==> config.mk <==
export PLATFORM = sky130hd
export DESIGN_NAME = gf256_polynomial_evaluator
export DESIGN_NICKNAME = d
export VERILOG_FILES = /design/src/rtl/gfpe_pkg.sv /design/src/rtl/gf256_polynomial_evaluator.sv /design/src/rtl/gfpe_mul.sv /design/src/rtl/gfpe_accum.sv
export SDC_FILE = /design/constraint.sdc
export NUM_CORES = 1
export LEC_CHECK = 0
export ABC_AREA = 1
export BUFFER_PORTS_ARGS = -buffer_cell sky130_fd_sc_hd__buf_2
export CAP_MARGIN = 10
export CORE_MARGIN = 4
export CORE_UTILIZATION = 40
export CTS_CLUSTER_DIAMETER = 120
export DETAILED_ROUTE_END_ITERATION = 10
export PLACE_DENSITY = 0.53
export RECOVER_POWER = 100
export SYNTH_ARGS = -nofsm -noshare
export SYNTH_HDL_FRONTEND = slang
export SYNTH_HIERARCHICAL = 1
export SYNTH_SLANG_ARGS = --single-unit
==> constraint.sdc <==
create_clock -name clock -period 2.5 [get_ports clock]
set_clock_uncertainty 0.2 [all_clocks]
set_input_delay 0.375 -clock clock [delete_from_list [all_inputs] [get_ports clock]]
set_output_delay 0.375 -clock clock [all_outputs]
set_load 0.05 [all_outputs]
==> src/rtl/gfpe_pkg.sv <==
// -----------------------------------------------------------------------------
// GF(2^8) polynomial evaluator package
// Field constants and the request record shared by the evaluator modules.
// -----------------------------------------------------------------------------
package gfpe_pkg;

   localparam int unsigned GF_WIDTH   = 8;
   localparam logic [8:0]  GF_POLY    = 9'h163;
   localparam int unsigned GF_TOP_BIT = GF_WIDTH - 1;

   typedef logic [GF_WIDTH-1:0] gf_elem_type;

   typedef struct packed {
      gf_elem_type coefficient;
      gf_elem_type point;
      logic        last_term;
   } gfpe_term_type;

endpackage

==> src/rtl/gf256_polynomial_evaluator.sv <==
// A request is registered in the stage register at acceptance; its result, when it
// carries the last term, moves to the response register once that register is free.
// Throughput: one request per cycle unless a response stalls, with combinational multiplies.
// Reset clears both pipeline stages, the running sum to 0 and the point power to 1.
// -----------------------------------------------------------------------------
// GF(2^8) polynomial evaluator
// Streams coefficients lowest degree first and returns p(x) on the last term.
// -----------------------------------------------------------------------------
module gf256_polynomial_evaluator
   import gfpe_pkg::*;
(
   input  logic        clock,
   input  logic        reset,
   input  logic        req_valid,
   output logic        req_ready,
   input  logic [7:0]  req_coefficient,
   input  logic [7:0]  req_point,
   input  logic        req_last_term,
   output logic        rsp_valid,
   input  logic        rsp_ready,
   output logic [7:0]  rsp_value
);

   logic          stage_valid_ff;
   logic          stage_valid_in;
   gfpe_term_type stage_term_ff;
   logic          rsp_valid_ff;
   logic          rsp_valid_in;
   gf_elem_type   rsp_value_ff;
   gf_elem_type   sum;
   logic          advance;
   logic          step;
   logic          req_accept;

   assign advance    = !rsp_valid_ff || rsp_ready;
   assign step       = stage_valid_ff && advance;
   assign req_ready  = !reset && (!stage_valid_ff || advance);
   assign req_accept = req_valid && req_ready;

   gfpe_accum u_accum (
      .clock (clock),
      .reset (reset),
      .step  (step),
      .term  (stage_term_ff),
      .sum   (sum)
   );

   always_comb begin
      stage_valid_in = stage_valid_ff;
      if (req_accept) begin
         stage_valid_in = 1'b1;
      end else if (step) begin
         stage_valid_in = 1'b0;
      end
      rsp_valid_in = rsp_valid_ff;
      if (advance) begin
         rsp_valid_in = step && stage_term_ff.last_term;
      end
   end

   always_ff @(posedge clock) begin
      if (reset) begin
         stage_valid_ff <= 1'b0;
         rsp_valid_ff   <= 1'b0;
      end else begin
         stage_valid_ff <= stage_valid_in;
         rsp_valid_ff   <= rsp_valid_in;
      end
   end

   always_ff @(posedge clock) begin
      if (req_accept) begin
         stage_term_ff.coefficient <= req_coefficient;
         stage_term_ff.point       <= req_point;
         stage_term_ff.last_term   <= req_last_term;
      end
      if (step && stage_term_ff.last_term) begin
         rsp_value_ff <= sum;
      end
   end

   assign rsp_valid = rsp_valid_ff;
   assign rsp_value = rsp_value_ff;

endmodule

==> src/rtl/gfpe_mul.sv <==
// -----------------------------------------------------------------------------
// GF(2^8) multiplier
// Combinational shift-and-add product reduced by x^8 + x^6 + x^5 + x + 1.
// -----------------------------------------------------------------------------
module gfpe_mul
   import gfpe_pkg::*;
(
   input  gf_elem_type lhs,
   input  gf_elem_type rhs,
   output gf_elem_type product
);

   always_comb begin
      gf_elem_type acc;
      gf_elem_type shifted;
      acc     = '0;
      shifted = lhs;
      for (int bit_idx = 0; bit_idx < GF_WIDTH; bit_idx++) begin
         if (rhs[bit_idx]) begin
            acc = acc ^ shifted;
         end
         if (shifted[GF_TOP_BIT]) begin
            shifted = {shifted[GF_WIDTH-2:0], 1'b0} ^ GF_POLY[GF_WIDTH-1:0];
         end else begin
            shifted = {shifted[GF_WIDTH-2:0], 1'b0};
         end
      end
      product = acc;
   end

endmodule

==> src/rtl/gfpe_accum.sv <==
// -----------------------------------------------------------------------------
// GF(2^8) polynomial accumulator
// Holds the running sum and the current power of the point, and folds in one
// term per step with two parallel field multiplies.
// -----------------------------------------------------------------------------
module gfpe_accum
   import gfpe_pkg::*;
(
   input  logic          clock,
   input  logic          reset,
   input  logic          step,
   input  gfpe_term_type term,
   output gf_elem_type   sum
);

   gf_elem_type running_sum_ff;
   gf_elem_type running_sum_in;
   gf_elem_type point_power_ff;
   gf_elem_type point_power_in;
   gf_elem_type term_product;
   gf_elem_type next_power;

   gfpe_mul u_term_mul (
      .lhs     (term.coefficient),
      .rhs     (point_power_ff),
      .product (term_product)
   );

   gfpe_mul u_power_mul (
      .lhs     (point_power_ff),
      .rhs     (term.point),
      .product (next_power)
   );

   assign sum = running_sum_ff ^ term_product;

   // The last term of a block returns the accumulator to its starting state.
   always_comb begin
      running_sum_in = running_sum_ff;
      point_power_in = point_power_ff;
      if (step) begin
         if (term.last_term) begin
            running_sum_in = '0;
            point_power_in = gf_elem_type'(1);
         end else begin
            running_sum_in = sum;
            point_power_in = next_power;
         end
      end
   end

   always_ff @(posedge clock) begin
      if (reset) begin
         running_sum_ff <= '0;
         point_power_ff <= gf_elem_type'(1);
      end else begin
         running_sum_ff <= running_sum_in;
         point_power_ff <= point_power_in;
      end
   end

endmodule

Yosys cells after proc, flatten, opt, wreduce, memory -nomap -nowiden
Index checks and enable logic that the tools add are counted.

Reductions and logical operators: 10. Bitwise operators: 29. Mux-type cells: 34.

Operators with widths (count): $mux 8 (18); $xor 8x8->8 (15); $mux 7 (14); $not 4->4 (14); $logic_and 1x1->1 (4); $logic_not 1->1 (3); $logic_or 1x1->1 (2); $mux 1 (2); $reduce_bool 2->1 (1).

Word-level logic and storage cells: 81. Register bits: 43. Output and inout bits: 10.

Logic depth before layout (Yosys ltp)
Depth after elaboration: 18. Gate-level depth with buffers: 22. Gate-level depth less buffers: 21.

Hierarchy
Netlist, hierarchy kept.

By module, submodules not included: gfpe_mul (seq. area each 0.0 µm², cells each 331, area an instance 1642.8 µm², times used 2); gf256_polynomial_evaluator (seq. area each 790.8 µm², cells each 44, area an instance 862.1 µm², times used 1); gfpe_accum (seq. area each 320.3 µm², cells each 109, area an instance 778.2 µm², times used 1).

Least setup slack after synthesis
No wires, ideal clock.

Path kind: register to register. Start: register u_accum.point_power_ff[1]. End: register rsp_value_ff[2], in the netlist rsp_value[2], data pin. Stages on the path, launching flop included: 15. Slack: 194 ps. Arrival time: 1851 ps. Period minus slack after synthesis: 2306 ps. Buffers on the path: 1. Library setup time: 255 ps. Cell sequence: dfxtp_1 buf_2 nand2_1 xnor2_1 xor2_1 nand2_1 nand2_1 nand2_1 nand2_1 nand2_1 nand2_1 nor2_1 nor2_1 nand2_1 and2_1.

Cells in the longest elaborated chain, start to end: 14.

Ends and longest elaborated chain: start, declared (RTL line gfpe_accum.sv:18) `gf_elem_type point_power_ff;`; start signal, assigned (RTL line gfpe_accum.sv:55) `point_power_ff <= gf_elem_type'(1);`; start signal, assigned (RTL line gfpe_accum.sv:58) `point_power_ff <= point_power_in;`; $mux 8 (*) (RTL line gfpe_mul.sv:19) `if (rhs[bit_idx]) begin`; $xor 8x8->8 (RTL line gfpe_mul.sv:20) `acc = acc ^ shifted;`; $mux 8 (*) (RTL line gfpe_mul.sv:19); $xor 8x8->8 (RTL line gfpe_mul.sv:20); $mux 8 (*) (RTL line gfpe_mul.sv:19); $xor 8x8->8 (RTL line gfpe_mul.sv:20); $mux 8 (*) (RTL line gfpe_mul.sv:19); $xor 8x8->8 (RTL line gfpe_mul.sv:20); $mux 8 (*) (RTL line gfpe_mul.sv:19); $xor 8x8->8 (RTL line gfpe_mul.sv:20); $mux 8 (*) (RTL line gfpe_mul.sv:19); $xor 8x8->8 (RTL line gfpe_mul.sv:20); $mux 8 (*) (RTL line gfpe_mul.sv:19); net u_accum.term_product[2] (RTL line gfpe_accum.sv:20) `gf_elem_type term_product;`; $xor 8x8->8 (*) (RTL line gfpe_accum.sv:35) `assign sum = running_sum_ff ^ term_product;`; net sum[2] (RTL line gf256_polynomial_evaluator.sv:30) `gf_elem_type sum;`; end signal, assigned (RTL line gf256_polynomial_evaluator.sv:78) `rsp_value_ff <= sum;`; end, declared (RTL line gf256_polynomial_evaluator.sv:29) `gf_elem_type rsp_value_ff;`.

The timed path passes the listed nets; every way through them passes the cells marked *. A chain may end at the register's enable or synchronous reset.

Worst setup path in the final report
Start: register stage_term_ff[15] in the netlist's numbering. End: register rsp_value_ff[1], in the netlist rsp_value[1], data pin.

Cells in the longest elaborated chain, start to end: 14. Elaborated cells on any way between the ends: 23. Classes of those cells: mux: 12; bitwise: 11.

Ends and longest elaborated chain: start, declared (RTL line gf256_polynomial_evaluator.sv:26) `gfpe_term_type stage_term_ff;`; $mux 7 (*) (RTL line gfpe_mul.sv:22) `if (shifted[GF_TOP_BIT]) begin`; $xor 8x8->8 or $not 4->4 (tied branches); $mux 8 or $mux 7 (tied branches) (RTL line gfpe_mul.sv:19, gfpe_mul.sv:22); $xor 8x8->8 (RTL line gfpe_mul.sv:20); $mux 8 (RTL line gfpe_mul.sv:19); $xor 8x8->8 (RTL line gfpe_mul.sv:20); $mux 8 (RTL line gfpe_mul.sv:19); $xor 8x8->8 (RTL line gfpe_mul.sv:20); $mux 8 (RTL line gfpe_mul.sv:19); $xor 8x8->8 (RTL line gfpe_mul.sv:20); $mux 8 (RTL line gfpe_mul.sv:19); $xor 8x8->8 (RTL line gfpe_mul.sv:20); $mux 8 (*) (RTL line gfpe_mul.sv:19); net u_accum.term_product[1] (RTL line gfpe_accum.sv:20); $xor 8x8->8 (*) (RTL line gfpe_accum.sv:35); net sum[1] (RTL line gf256_polynomial_evaluator.sv:30).

Marks and branches as above.

==> results_dict.tcl <==
set metrics [dict create \
    cts_sinks 43 \
    grt_usage_pct 19.2 \
    place_hpwl_mm 10.5 \
    tritoncts "built" \
    violations "negative setup slack" \
    slowest_stage "edfxtp_1" \
    clock.fmax_mhz 392 \
    grt-ovfl-total 0 \
    async_reset_ff_share_pct 0 \
    critPathMaxStageDelay_ns 0.56 \
    n_fill_cell 1224 \
    fin_cells 1044 \
    grt_pass1_vias 4757 \
    fp.dieW_um 119 \
    crit_fanout 6 \
    power.density_mw_per_mm2 947 \
    worst_path_most_repeated_cell "nand2_1" \
    grt_max_degree 20 \
    die_area_mm2 0.0142 \
    antenna_found_initial 0 \
    fin_ws_ns -0.0497 \
    synth.cell_area_mm2 0.00493 \
    required_ns 2.36 \
    core_area_mm2 0.0120 \
    cp-start-kind "flip-flop" \
    ys_types 32 \
    wire_per_inst_um 12.9 \
    crit_path_end_kind "flip-flop" \
    met3_length_um 445 \
    synth_edf_count 25 \
    final_common_cell "nand2_1" \
    drtIter0Drc 227 \
    drv_cap 0 \
    setup_violations 4 \
    hold_class "input port to flip-flop" \
    cp_top_family "simple AND/OR/NAND/NOR gates" \
    clockBufferDepth 2 \
    cts_made_buffers 5 \
    grt_pass1_wl_mm 22.4 \
    path_clk_slew_ns 0.07 \
    syn-num-nets 836 \
    dp_cells 1020 \
    wl_met2_mm 6.63 \
    start_util_pct 41.0 \
    drive_above_1_share_pct 28.3 \
    fin_util_pct 51.4 \
    period_minus_slack_ns 2.55 \
    peakVddDrop_mv 0.541 \
    wl_mm 13.4 \
    dr.pass1.iters 5 \
    pre_cts_ws_ns -0.201 \
    h-tree-depth 2 \
    antenna_left 0 \
    syn_avg_cell_area_um2 6.04 \
    viasPerCell 4.75 \
    portBuffers 30 \
    hold_viol 0 \
    io_pins 31 \
    p_leak_nw 3.09 \
    synth_ff_type "edfxtp_1" \
    yosys_warnings 6 \
    yosysSeqAreaShare_pct 22.6 \
    row_count 40 \
    root_buffer "clkbuf_16" \
    vias 4958 \
    tightest_slew_ns 1.01 \
    crit_chain "inv_4 -> nand2_2 -> nand2_2 -> nand2_4 -> nand2_8 -> buf_4 -> nand2_1 -> nand2_2 -> nor2_2 -> inv_1 -> nand2_1 -> nand2_1 -> nand2_1 -> nand3_1 -> nand2_1 -> inv_2 -> inv_1 -> nand2_2 -> and2_1" \
    cp.arrival_ns 2.41 \
    path_class "flip-flop to flip-flop" \
    antenna_cells 0 \
    clk_latency_ns 0.30 \
    mostFrequentLayoutCells "288 x nand2_1, 111 x inv_1, 86 x nand3_1" \
    synth-seq-cells 43 \
    synthCells 815 \
    fin_nets 917 \
    wl_met1_mm 6.08 \
    multiInputGateArea_mm2 0.00357 \
    fin_crit_sh_pct 102 \
    rsz0062_at_grt "yes" \
    maxSlewViolCount 0 \
    regArea_mm2 0.00112 \
    syn2layout_area_growth_pct 25.3 \
    drc_errors 0 \
    total_power_mw 5.84 \
    status "complete, but fails checks" \
    critPathBufInv 5 \
    routabilityCongestion 0.914 \
    die_h_um 119 \
    holdBufCountCts 0 \
    top_layer "met4" \
    max-slew-margin-rel_pct 32.4 \
]
-- final cells by class --
type                    instances  area share, %
flip-flops and latches         43           18.1
well taps                     147           2.98
repair buffers                 89           10.2
clock inverters                 3          0.365
inverters                     131           8.54
multi-input cells             626           57.8
clock buffers                   5           2.03
-- sequential cells by signal, summed over array words and instances, names as in the netlist --
name                    flops
u_accum/point_power_ff      8
stage_valid_ff              1
stage_term_ff              17
u_accum/running_sum_ff      8
rsp_value                   8
rsp_valid                   1
-- routing by layer --
metal,track usage (%),vias to the layer above
li1,-,2653
met1,24.3,2215
met2,34.0,70
met3,2.75,20
met4,5.43,0
met5,0,-
-- cells in the mapped netlist, types with 3 or more instances --
master	instances	area (µm²)
dfxtp_1	18	360
nand2_4	10	113
nor2_2	8	50.1
xnor2_1	20	175
xor2_2	4	65.1
inv_2	9	33.8
nand3_2	3	30.0
inv_4	4	25.0
nand2_8	4	80.1
nand3_1	90	450
buf_6	5	56.3
nand4_1	10	62.6
edfxtp_1	25	751
nand2_1	337	1260
a21oi_2	3	26.3
nand3_4	4	70.1
a21oi_1	13	65.1
o21ai_0	7	35.0
and2_1	8	50.1
nand3b_1	5	37.5
nor2_1	34	128
buf_2	9	45.0
inv_1	116	435
nand2_2	35	219
xor2_1	24	210
-- power by group --
group / switching (mW) / total, mW / internal (mW) / leakage, nW
sequential: 0.0725 / 0.924 / 0.851 / 0.381
combinational: 2.65 / 4.23 / 1.58 / 2.63
clock: 0.315 / 0.690 / 0.375 / 0.0708
total: 3.04 / 5.84 / 2.81 / 3.09
-- worst paths after layout --
check | endpoint | start | depth (start not counted) | slack [ns]
worst max-delay path | rsp_value[1] | stage_term_ff[15] | 19 | -0.05
worst min-delay path | stage_term_ff[5] | req_point[4] | 1 | 0.05
worst max register to register | rsp_value[1] | stage_term_ff[15] | 19 | -0.05
worst min register to register | u_accum/running_sum_ff[0] | u_accum/running_sum_ff[0] | 2 | 0.29
-- through the flow --
stage	hold slack, ns	area (µm²)	TNS (ns)
finish	0.0459	6170	-0.125
global placement	0.267	5510	-0.212
detailed placement	0.279	5510	-0.506
global route	0.0354	6170	-1.97
floorplan	0.244	4930	0
CTS	0.0330	5740	-0.0387
-- logic make-up after synthesis --
family / Yosys count / share of synthesized area [%]
buffers and inverters: 146 / 12.7
flip-flops: 43 / 22.6
XOR/XNOR: 48 / 9.14
AO/OA/AOI/OAI: 26 / 2.97
AND/OR/NAND/NOR: 552 / 52.6
-- timing repair --
| item | in CTS | in global routing |
|---|---|---|
| hold endpoints to repair | 0 | 0 |
| gates resized for setup | 19 | 97 |
| buffers inserted | 4 | 13 |
| setup endpoints to repair | 7 | 20 |
| pin swaps | 17 | 46 |
| gates cloned | 0 | 0 |
(Power assumes the default switching activity.)
